File: src/rtl/core/offset_indexed_vector_store_assert.svh
// Assertion macros for the offset indexed vector store
`ifndef OFFSET_INDEXED_VECTOR_STORE_ASSERT_SVH
`define OFFSET_INDEXED_VECTOR_STORE_ASSERT_SVH
`ifndef SYNTHESIS
`define OVS_ASSERT_IMPL(label, clk, rstn, ante, cons) \
    label: assert property (@(posedge clk) disable iff (!(rstn)) (ante) |-> (cons)) \
        else $error("ovs assertion failed");
`define OVS_ASSERT_NEXT(label, clk, rstn, ante, cons) \
    label: assert property (@(posedge clk) disable iff (!(rstn)) (ante) |=> (cons)) \
        else $error("ovs assertion failed");
`else
`define OVS_ASSERT_IMPL(label, clk, rstn, ante, cons)
`define OVS_ASSERT_NEXT(label, clk, rstn, ante, cons)
`endif
`endif

File: src/rtl/core/ovs_pkg.sv
// Shared types and constants for the offset indexed vector store
package ovs_pkg;

    localparam int CNT_W = 7;
    localparam int VAL_W = 32;
    localparam int IDX_W = 16;
    localparam int POS_W = 17;

    typedef enum logic [2:0] {
        OP_PUSH         = 3'd0,
        OP_POP          = 3'd1,
        OP_INSERT       = 3'd2,
        OP_REMOVE       = 3'd3,
        OP_REMOVE_RANGE = 3'd4,
        OP_ACCESS       = 3'd5,
        OP_READ_RANGE   = 3'd6
    } opcode_t;

    typedef enum logic [1:0] {
        ST_OK    = 2'd0,
        ST_RANGE = 2'd1,
        ST_FULL  = 2'd2
    } status_t;

    typedef struct packed {
        logic    load;
        logic    wr_push;
        logic    wr_pos;
        logic    cnt_inc;
        logic    cnt_dec;
        logic    cnt_sub;
        logic    start_up;
        logic    start_down;
        logic    rd_pos;
        logic    rd_step;
        logic    mv_wr;
        logic    out_ld;
        logic    out_use_rd;
        status_t out_status;
        logic    out_last;
    } ovs_cmd_t;

    typedef struct packed {
        logic [2:0] op;
        logic       we;
        logic       full;
        logic       empty;
        logic       rd_ok;
        logic       ins_ok;
        logic       range_ok;
        logic       left_zero;
        logic       out_free;
    } ovs_stat_t;

endpackage

File: src/rtl/core/ovs_ctrl.sv
// Sequencing state machine for the offset indexed vector store
module ovs_ctrl
    import ovs_pkg::*;
(
    input  logic      aclk,
    input  logic      aresetn,
    input  logic      s_valid,
    output logic      s_ready,
    input  ovs_stat_t stat,
    output ovs_cmd_t  cmd
);

    typedef enum logic [2:0] {
        S_IDLE,
        S_CHECK,
        S_INS_MOVE,
        S_INS_FIN,
        S_RM_MOVE,
        S_RR_EMIT,
        S_RESP
    } state_t;

    state_t  state_reg, state_next;
    status_t resp_status_reg, resp_status_next;
    logic    resp_rd_reg, resp_rd_next;

    always_ff @(posedge aclk) begin
        if (!aresetn) begin
            state_reg       <= S_IDLE;
            resp_status_reg <= ST_OK;
            resp_rd_reg     <= 1'b0;
        end else begin
            state_reg       <= state_next;
            resp_status_reg <= resp_status_next;
            resp_rd_reg     <= resp_rd_next;
        end
    end

    assign s_ready = (state_reg == S_IDLE);

    always_comb begin
        cmd              = '0;
        state_next       = state_reg;
        resp_status_next = resp_status_reg;
        resp_rd_next     = resp_rd_reg;
        unique case (state_reg)
            S_IDLE: begin
                if (s_valid) begin
                    cmd.load   = 1'b1;
                    state_next = S_CHECK;
                end
            end
            S_CHECK: begin
                state_next       = S_RESP;
                resp_status_next = ST_OK;
                resp_rd_next     = 1'b0;
                unique case (stat.op)
                    OP_PUSH: begin
                        if (stat.full) begin
                            resp_status_next = ST_FULL;
                        end else begin
                            cmd.wr_push = 1'b1;
                            cmd.cnt_inc = 1'b1;
                        end
                    end
                    OP_POP: begin
                        if (!stat.empty) begin
                            cmd.cnt_dec = 1'b1;
                        end
                    end
                    OP_INSERT: begin
                        if (!stat.ins_ok) begin
                            resp_status_next = ST_RANGE;
                        end else if (stat.full) begin
                            resp_status_next = ST_FULL;
                        end else begin
                            cmd.start_up = 1'b1;
                            state_next   = S_INS_MOVE;
                        end
                    end
                    OP_REMOVE: begin
                        if (!stat.rd_ok) begin
                            resp_status_next = ST_RANGE;
                        end else begin
                            cmd.start_down = 1'b1;
                            state_next     = S_RM_MOVE;
                        end
                    end
                    OP_REMOVE_RANGE: begin
                        if (!stat.range_ok) begin
                            resp_status_next = ST_RANGE;
                        end else begin
                            cmd.start_down = 1'b1;
                            state_next     = S_RM_MOVE;
                        end
                    end
                    OP_ACCESS: begin
                        if (!stat.rd_ok) begin
                            resp_status_next = ST_RANGE;
                        end else if (stat.we) begin
                            cmd.wr_pos = 1'b1;
                        end else begin
                            cmd.rd_pos   = 1'b1;
                            resp_rd_next = 1'b1;
                        end
                    end
                    OP_READ_RANGE: begin
                        if (!stat.range_ok) begin
                            resp_status_next = ST_RANGE;
                        end else begin
                            cmd.rd_pos = 1'b1;
                            state_next = S_RR_EMIT;
                        end
                    end
                    default: begin
                        resp_status_next = ST_RANGE;
                    end
                endcase
            end
            S_INS_MOVE: begin
                if (!stat.left_zero) begin
                    cmd.rd_step = 1'b1;
                    cmd.mv_wr   = 1'b1;
                end else begin
                    state_next = S_INS_FIN;
                end
            end
            S_INS_FIN: begin
                cmd.wr_pos  = 1'b1;
                cmd.cnt_inc = 1'b1;
                state_next  = S_RESP;
            end
            S_RM_MOVE: begin
                if (!stat.left_zero) begin
                    cmd.rd_step = 1'b1;
                    cmd.mv_wr   = 1'b1;
                end else begin
                    cmd.cnt_sub = 1'b1;
                    state_next  = S_RESP;
                end
            end
            S_RR_EMIT: begin
                if (stat.out_free) begin
                    cmd.out_ld     = 1'b1;
                    cmd.out_use_rd = 1'b1;
                    cmd.out_status = ST_OK;
                    cmd.out_last   = stat.left_zero;
                    if (!stat.left_zero) begin
                        cmd.rd_step = 1'b1;
                    end else begin
                        state_next = S_IDLE;
                    end
                end
            end
            S_RESP: begin
                if (stat.out_free) begin
                    cmd.out_ld     = 1'b1;
                    cmd.out_use_rd = resp_rd_reg;
                    cmd.out_status = resp_status_reg;
                    cmd.out_last   = 1'b1;
                    state_next     = S_IDLE;
                end
            end
            default: begin
                state_next = S_IDLE;
            end
        endcase
    end

endmodule

File: src/rtl/core/ovs_dpath.sv
// Element memory, count, address counters and result register of the vector store
`include "offset_indexed_vector_store_assert.svh"
module ovs_dpath
    import ovs_pkg::*;
#(
    parameter int CAPACITY   = 64,
    parameter int DATA_WIDTH = 32
) (
    input  logic                    aclk,
    input  logic                    aresetn,
    input  logic                    cfg_valid,
    input  logic signed [IDX_W-1:0] cfg_data,
    input  logic [2:0]              s_opcode,
    input  logic                    s_write_enable,
    input  logic signed [IDX_W-1:0] s_index,
    input  logic signed [IDX_W-1:0] s_index_end,
    input  logic signed [VAL_W-1:0] s_value,
    input  logic                    m_ready,
    output logic                    m_valid,
    output logic signed [VAL_W-1:0] m_data,
    output logic [1:0]              m_status,
    output logic [CNT_W-1:0]        m_count,
    output logic                    m_last,
    input  ovs_cmd_t                cmd,
    output ovs_stat_t               stat
);

    localparam int AW = $clog2(CAPACITY);
    localparam logic [CNT_W-1:0] CAP_C = CNT_W'(CAPACITY);

    logic [DATA_WIDTH-1:0] mem [CAPACITY];

    logic signed [IDX_W-1:0] base_reg;
    logic [2:0]              op_reg;
    logic                    we_reg;
    logic signed [POS_W-1:0] pos_reg, pend_reg;
    logic [DATA_WIDTH-1:0]   val_reg;
    logic [CNT_W-1:0]        count_reg, count_next;
    logic [AW-1:0]           rd_ptr_reg, rd_ptr_next;
    logic [CNT_W-1:0]        left_reg, left_next;
    logic [CNT_W-1:0]        span_reg;
    logic                    dir_up_reg;
    logic                    mv_pend_reg;
    logic [AW-1:0]           mv_wa_reg;
    logic [DATA_WIDTH-1:0]   rd_data_reg;
    logic                    m_valid_reg;
    logic [VAL_W-1:0]        m_data_reg;
    status_t                 m_status_reg;
    logic [CNT_W-1:0]        m_count_reg;
    logic                    m_last_reg;

    logic signed [POS_W-1:0]      cnt_s;
    logic [CNT_W-1:0]             end_pos, span, cnt_m1;
    logic                         rd_en, wr_en, out_free;
    logic [AW-1:0]                rd_addr, wr_addr;
    logic [DATA_WIDTH-1:0]        wr_data;
    logic signed [DATA_WIDTH-1:0] rd_s;
    logic [VAL_W-1:0]             rd_ext;

    assign cnt_s   = $signed({{(POS_W - CNT_W){1'b0}}, count_reg});
    assign end_pos = (op_reg == OP_REMOVE) ? pos_reg[CNT_W-1:0] + CNT_W'(1)
                                           : pend_reg[CNT_W-1:0];
    assign span    = end_pos - pos_reg[CNT_W-1:0];
    assign cnt_m1  = count_reg - CNT_W'(1);
    assign rd_s    = rd_data_reg;
    assign rd_ext  = VAL_W'(rd_s);

    assign out_free = !m_valid_reg || m_ready;

    assign stat.op        = op_reg;
    assign stat.we        = we_reg;
    assign stat.full      = (count_reg >= CAP_C);
    assign stat.empty     = (count_reg == '0);
    assign stat.rd_ok     = !pos_reg[POS_W-1] && (pos_reg < cnt_s);
    assign stat.ins_ok    = !pos_reg[POS_W-1] && (pos_reg <= cnt_s);
    assign stat.range_ok  = !pos_reg[POS_W-1] && (pend_reg > pos_reg) && (pend_reg <= cnt_s);
    assign stat.left_zero = (left_reg == '0);
    assign stat.out_free  = out_free;

    // memory ports
    assign rd_en   = cmd.rd_pos || cmd.rd_step;
    assign rd_addr = cmd.rd_pos ? pos_reg[AW-1:0] : rd_ptr_reg;

    always_comb begin
        wr_en   = 1'b0;
        wr_addr = mv_wa_reg;
        wr_data = rd_data_reg;
        if (mv_pend_reg) begin
            wr_en = 1'b1;
        end else if (cmd.wr_push) begin
            wr_en   = 1'b1;
            wr_addr = count_reg[AW-1:0];
            wr_data = val_reg;
        end else if (cmd.wr_pos) begin
            wr_en   = 1'b1;
            wr_addr = pos_reg[AW-1:0];
            wr_data = val_reg;
        end
    end

    always_ff @(posedge aclk) begin
        if (wr_en) begin
            mem[wr_addr] <= wr_data;
        end
        if (rd_en) begin
            rd_data_reg <= mem[rd_addr];
        end
    end

    // address and move counters
    always_comb begin
        rd_ptr_next = rd_ptr_reg;
        left_next   = left_reg;
        if (cmd.start_up) begin
            rd_ptr_next = cnt_m1[AW-1:0];
            left_next   = count_reg - pos_reg[CNT_W-1:0];
        end else if (cmd.start_down) begin
            rd_ptr_next = end_pos[AW-1:0];
            left_next   = count_reg - end_pos;
        end else if (cmd.rd_pos) begin
            rd_ptr_next = pos_reg[AW-1:0] + AW'(1);
            left_next   = span - CNT_W'(1);
        end else if (cmd.rd_step) begin
            rd_ptr_next = dir_up_reg ? rd_ptr_reg - AW'(1) : rd_ptr_reg + AW'(1);
            left_next   = left_reg - CNT_W'(1);
        end
    end

    always_comb begin
        count_next = count_reg;
        if (cmd.cnt_inc) begin
            count_next = count_reg + CNT_W'(1);
        end else if (cmd.cnt_dec) begin
            count_next = count_reg - CNT_W'(1);
        end else if (cmd.cnt_sub) begin
            count_next = count_reg - span_reg;
        end
    end

    always_ff @(posedge aclk) begin
        if (!aresetn) begin
            base_reg    <= '0;
            count_reg   <= '0;
            mv_pend_reg <= 1'b0;
            m_valid_reg <= 1'b0;
        end else begin
            if (cfg_valid) begin
                base_reg <= cfg_data;
            end
            count_reg   <= count_next;
            mv_pend_reg <= cmd.rd_step && cmd.mv_wr;
            if (cmd.out_ld) begin
                m_valid_reg <= 1'b1;
            end else if (m_ready) begin
                m_valid_reg <= 1'b0;
            end
        end
    end

    always_ff @(posedge aclk) begin
        if (cmd.load) begin
            op_reg   <= s_opcode;
            we_reg   <= s_write_enable;
            pos_reg  <= $signed({s_index[IDX_W-1], s_index})
                        - $signed({base_reg[IDX_W-1], base_reg});
            pend_reg <= $signed({s_index_end[IDX_W-1], s_index_end})
                        - $signed({base_reg[IDX_W-1], base_reg});
            val_reg  <= DATA_WIDTH'($unsigned(s_value));
        end
        rd_ptr_reg <= rd_ptr_next;
        left_reg   <= left_next;
        if (cmd.start_up) begin
            dir_up_reg <= 1'b1;
        end else if (cmd.start_down || cmd.rd_pos) begin
            dir_up_reg <= 1'b0;
        end
        if (cmd.start_down) begin
            span_reg <= span;
        end
        if (cmd.rd_step) begin
            mv_wa_reg <= dir_up_reg ? rd_ptr_reg + AW'(1) : rd_ptr_reg - span_reg[AW-1:0];
        end
        if (cmd.out_ld) begin
            m_data_reg   <= cmd.out_use_rd ? rd_ext : '0;
            m_status_reg <= cmd.out_status;
            m_count_reg  <= count_reg;
            m_last_reg   <= cmd.out_last;
        end
    end

    assign m_valid  = m_valid_reg;
    assign m_data   = m_data_reg;
    assign m_status = m_status_reg;
    assign m_count  = m_count_reg;
    assign m_last   = m_last_reg;

    `OVS_ASSERT_IMPL(a_wr_no_clash, aclk, aresetn, mv_pend_reg, !(cmd.wr_push || cmd.wr_pos))
    `OVS_ASSERT_IMPL(a_count_cap, aclk, aresetn, 1'b1, count_reg <= CAP_C)
    `OVS_ASSERT_IMPL(a_ld_free, aclk, aresetn, cmd.out_ld, out_free)
    `OVS_ASSERT_NEXT(a_push_grows, aclk, aresetn, cmd.wr_push, count_reg == $past(count_reg) + CNT_W'(1))

endmodule

File: src/rtl/core/offset_indexed_vector_store.sv
// Offset indexed vector store: ordered element store with insert, remove and range read
//
// Items arrive on the s_ channel (valid/ready) and results leave on the m_ channel.
// The cfg channel writes base_index, the logical index of position 0; it is always
// ready and must only be used while the block is idle.
// Each item gives one result beat with m_last set, except a valid range read, which
// gives one beat per element read, m_last on the final one.
// After an item is accepted it is checked in S_CHECK; its result beat is loaded from
// S_RESP, or from S_RR_EMIT for a range read. A valid insert first moves the elements
// from pos upward in S_INS_MOVE and writes the value in S_INS_FIN; a valid remove first
// moves the elements above the removed span down in S_RM_MOVE.
// A new item is taken only in S_IDLE, once the result of the item before is loaded.
// The element memory (one read and one write a cycle) sets the rate of one moved or read
// element per cycle; range read beats go out at that rate only while m_ready is high.
// Reset clears the element count and base_index; element contents stay undefined.
// When m_ready is low the output register holds the beat and the sequencer waits.
module offset_indexed_vector_store
    import ovs_pkg::*;
#(
    parameter int CAPACITY   = 64,
    parameter int DATA_WIDTH = 32
) (
    input  logic                    aclk,
    input  logic                    aresetn,
    input  logic                    cfg_valid,
    output logic                    cfg_ready,
    input  logic signed [IDX_W-1:0] cfg_data,
    input  logic                    s_valid,
    output logic                    s_ready,
    input  logic [2:0]              s_opcode,
    input  logic                    s_write_enable,
    input  logic signed [IDX_W-1:0] s_index,
    input  logic signed [IDX_W-1:0] s_index_end,
    input  logic signed [VAL_W-1:0] s_value,
    output logic                    m_valid,
    input  logic                    m_ready,
    output logic signed [VAL_W-1:0] m_data,
    output logic [1:0]              m_status,
    output logic [CNT_W-1:0]        m_count,
    output logic                    m_last
);

    ovs_cmd_t  cmd;
    ovs_stat_t stat;

    assign cfg_ready = 1'b1;

    ovs_ctrl u_ctrl (
        .aclk    (aclk),
        .aresetn (aresetn),
        .s_valid (s_valid),
        .s_ready (s_ready),
        .stat    (stat),
        .cmd     (cmd)
    );

    ovs_dpath #(
        .CAPACITY   (CAPACITY),
        .DATA_WIDTH (DATA_WIDTH)
    ) u_dpath (
        .aclk           (aclk),
        .aresetn        (aresetn),
        .cfg_valid      (cfg_valid),
        .cfg_data       (cfg_data),
        .s_opcode       (s_opcode),
        .s_write_enable (s_write_enable),
        .s_index        (s_index),
        .s_index_end    (s_index_end),
        .s_value        (s_value),
        .m_ready        (m_ready),
        .m_valid        (m_valid),
        .m_data         (m_data),
        .m_status       (m_status),
        .m_count        (m_count),
        .m_last         (m_last),
        .cmd            (cmd),
        .stat           (stat)
    );

endmodule
File: config.mk
export PLATFORM = sky130hd
export DESIGN_NAME = offset_indexed_vector_store
export DESIGN_NICKNAME = d
export VERILOG_FILES = /design/src/rtl/core/ovs_pkg.sv /design/src/rtl/core/ovs_ctrl.sv /design/src/rtl/core/ovs_dpath.sv /design/src/rtl/core/offset_indexed_vector_store.sv
export VERILOG_INCLUDE_DIRS = /design/src /design/src/rtl/core
export SDC_FILE = /design/constraint.sdc
export NUM_CORES = 2
export LEC_CHECK = 0
export BUFFER_PORTS_ARGS = -buffer_cell sky130_fd_sc_hd__buf_4
export CAP_MARGIN = 15
export CORE_ASPECT_RATIO = 2
export CORE_MARGIN = 4
export CORE_UTILIZATION = 40
export CTS_BUF_LIST = sky130_fd_sc_hd__clkbuf_4
export CTS_CLUSTER_SIZE = 28
export DETAILED_ROUTE_END_ITERATION = 10
export GPL_TIMING_DRIVEN = 0
export MAX_ROUTING_LAYER = met4
export PLACE_DENSITY = 0.56
export REMOVE_ABC_BUFFERS = 1
export SLEW_MARGIN = 0
export SYNTH_ARGS = -nofsm -noshare
export SYNTH_HDL_FRONTEND = slang
export SYNTH_SLANG_ARGS = --single-unit
File: constraint.sdc
create_clock -name aclk -period 5.4 [get_ports aclk]
set_input_delay 0.27 -clock aclk [delete_from_list [all_inputs] [get_ports aclk]]
set_output_delay 0.27 -clock aclk [all_outputs]
set_load 0.02 [all_outputs]
==> flow_metrics.tcl <==
set metrics [dict create \
    status "finished, violations left" \
    violations "negative setup slack" \
    path_max_fanout 7 \
    largest_reg_flops 2048 \
    timing.slew.headroom_pct 19.0 \
    ir_drop_mv 0.366 \
    setup_viol 25 \
    avgSynthCellArea_um2 15.1 \
    grt_pass1_vias 60000 \
    worstSetupPathType "flip-flop to flip-flop" \
    max_flop_register "u_dpath.mem" \
    seqPwrFrac_pct 37.6 \
    drtPass1Iterations 6 \
    syn_area_um2 90800 \
    place_area_um2 99400 \
    rsz0062_at_grt "true" \
    cts.sinks 2250 \
    num_vias 59200 \
    fmax_ghz 0.177 \
    final_area_um2 113000 \
    die_h_um 682 \
    start_util_pct 40.2 \
    core_um2 226000 \
    power_frac_comb_pct 43.0 \
    path_buf_inv 7 \
    clkPwrFrac_pct 19.4 \
    drive_above_1_share_pct 22.0 \
    dieArea_um2 235000 \
    total_power_mw 63.5 \
    synth_cells 6025 \
    grt_pass1_wl_um 411000 \
    min-delay-start "s_index_end[3]" \
    rrSetupSlack_ns -0.26 \
    die_x_um 345 \
    required_ns 6.35 \
    hp-class "input port to flip-flop" \
    ant_nets 0 \
    worstHoldPathCells 5 \
    worstSetupEndpointType "flip-flop" \
    synthArstFlopShare_pct 0 \
    drc 0 \
    crit_top_cell "buf_16" \
    drt-initial-drc-count 5693 \
    clock_skew_ns 0.118 \
    placement.io_buffers 132 \
    setup_ws_ns -0.257 \
    fin_crit_sh_pct 105 \
    yosysSeqAreaShare_pct 74.0 \
    dp_hpwl_um 168000 \
    final_cell_mix "2218 x edfxtp_1, 901 x nand2_1, 656 x clkbuf_4" \
    slowest_delay_ns 0.48 \
    wl_per_cell_um 28.1 \
    cp_data_arrival_time_ns 6.61 \
    maxCapViolCount 0 \
    r2r-start "u_dpath.count_reg[2]" \
    nNetsFinal 7283 \
    synth-seq-cells 2250 \
    wirelength_um 294000 \
    cellPowerDensity_nw_per_um2 561 \
    fin_cells 10500 \
    antenna_found_initial 8 \
    syn2layout_area_growth_pct 24.5 \
    cts_max_level 5 \
    clk_pin_slew_worst_paths_ns 0.08 \
    num_rows 247 \
    p_sw_share_pct 37.0 \
    final_period_minus_worst_setup_slack_ns 5.66 \
    ys.flop_type "edfxtp_1" \
    fin_util_pct 50.0 \
    avgViaCountPerCell 5.66 \
    p_switching_mw 23.5 \
    p_leak_nw 39.9 \
    insertion_delay_ns 1.31 \
    worstMarginPinSlew_ns 1.21 \
    ctsLongestPathBuffers 4 \
    slew_viol_final 0 \
    crit_path_top_delay_cell "or4_4" \
    clockRootBuffer "clkbuf_4" \
    yosys_warnings 0 \
    tritoncts "yes" \
    synth_edf_count 2218 \
    numCtsBuffers 465 \
    rr_endpoint "u_dpath.rd_data_reg[30]" \
    hold_end "u_dpath.pend_reg[3]" \
    hold_viol 0 \
    place_inst 9022 \
    overflow 0 \
    worstSetupStartpointType "flip-flop" \
    nFillCells 18900 \
    final_common_cell "edfxtp_1" \
    gp_congestion 0.911 \
    num_io_pins 134 \
    p_int_mw 40.0 \
    holdWs_ns 0.138 \
    synth_cell_types 72 \
    grt_usage_pct 24.8 \
    reg2reg_depth 25 \
    grt_max_degree 65 \
    path_delay_family "simple AND/OR/NAND/NOR gates" \
]
[worst max-delay path by stage]
stage	from	end	slack, ns	depth (start not counted)
after floorplan	u_dpath.count_reg[1]	u_dpath.rd_data_reg[30]	-26.16	20
after global placement	u_dpath.count_reg[1]	u_dpath.rd_data_reg[4]	-42.64	18
after detailed placement	u_dpath.count_reg[1]	u_dpath.rd_data_reg[12]	-3.53	26
after CTS	u_dpath.pos_reg[1]	u_dpath.rd_data_reg[12]	-0.35	25
after global routing	u_dpath.count_reg[1]	u_dpath.rd_data_reg[8]	-0.42	27
final	u_dpath.count_reg[2]	u_dpath.rd_data_reg[30]	-0.26	25
[synth_stat cells (all sizes together), types with 6 or more instances]
master / number / area [um^2]
a2111o: 25 / 282
a211oi: 13 / 97.6
a21boi: 16 / 120
a21o: 15 / 114
a21oi: 90 / 450
a222oi: 32 / 320
a22oi: 10 / 75.1
a31oi: 78 / 488
a32oi: 32 / 280
and2: 38 / 238
and3: 29 / 181
and4: 12 / 105
buf: 215 / 1210
clkbuf: 123 / 462
dfxtp: 32 / 641
edfxtp: 2218 / 66600
fa: 7 / 140
ha: 99 / 1240
inv: 92 / 345
mux2: 35 / 394
mux2i: 640 / 6410
nand2: 918 / 3450
nand2b: 13 / 83.8
nand3: 309 / 1550
nand3b: 6 / 45.0
nand4: 114 / 713
nor2: 146 / 548
nor2b: 41 / 264
nor3: 15 / 75.1
nor4b: 6 / 58.8
o21ai: 181 / 906
o22a: 9 / 78.8
o22ai: 274 / 1710
o31ai: 7 / 57.6
or3: 8 / 50.1
or4: 11 / 82.6
xnor2: 46 / 403
xor2: 20 / 175
[repair_timing]
action / in CTS / in global routing
pin swaps: 148 / 99
gates resized for setup: 177 / 131
hold endpoints to repair: 207 / 0
endpoints found under the setup margin: 4153 / 1646
hold buffers: 228 / 0
setup buffers: 226 / 60
cloned: 50 / 16
[worst min-delay path, stage by stage]
cell and delay (ns):
dlygate4sd3_1 0.53, buf_4 0.11, ha_1 0.15, nor2_1 0.05, nor2_1 0.13
[power groups by stage]
| stage | Clock (mW) | Combinational (mW) | Sequential, mW |
|---|---|---|---|
| after floorplan | 0 | 10.1 | 24.0 |
| after detailed placement | 0 | 21.3 | 24.4 |
| final | 12.3 | 27.3 | 23.9 |
| after global routing | 13.4 | 28.7 | 23.9 |
| after CTS | 12.6 | 25.4 | 23.9 |
| after global placement | 0 | 14.4 | 24.4 |
[layout make-up]
type	count	area (um^2)	area share (%)
flip-flops and latches	2250	67300	59.5
well taps	2988	3740	3.31
clock buffers	655	4920	4.35
clock inverters	189	832	0.736
multi-input cells	3349	22900	20.3
diodes	12	30.0	0.0265
repair buffers	930	13100	11.5
inverters	92	364	0.322
[kinds of logic after synthesis]
logic type,after synthesis,synth area share (%)
XOR/XNOR,66,0.636
multiplexers,675,7.49
buffers and inverters,430,2.22
adder cells (fa/ha/maj),106,1.52
AO/OA/AOI/OAI,820,5.84
AND/OR/NAND/NOR,1677,8.27
other,1,0.00413
flip-flops,2250,74.0
[metal layers]
| layer | GRT usage, % | vias to the layer above | wire (um) |
|---|---|---|---|
| met5 | - | - | 0 |
| met4 | 13.9 | 0 | 18800 |
| met3 | 3.64 | 822 | 18800 |
| met2 | 43.8 | 2769 | 154000 |
| met1 | 26.6 | 30000 | 102000 |
| li1 | - | 25600 | - |
[through the flow]
| step | setup slack (ns) | TNS, ns |
|---|---|---|
| finish | -0.257 | -3.57 |
| global route | -0.417 | -15.14 |
| detailed placement | -3.53 | -4784.71 |
| global placement | -42.64 | - |
| CTS | -0.350 | -2.61 |
| floorplan | -26.16 | -5985.83 |
No activity file was read; power rests on OpenSTA's default activity.
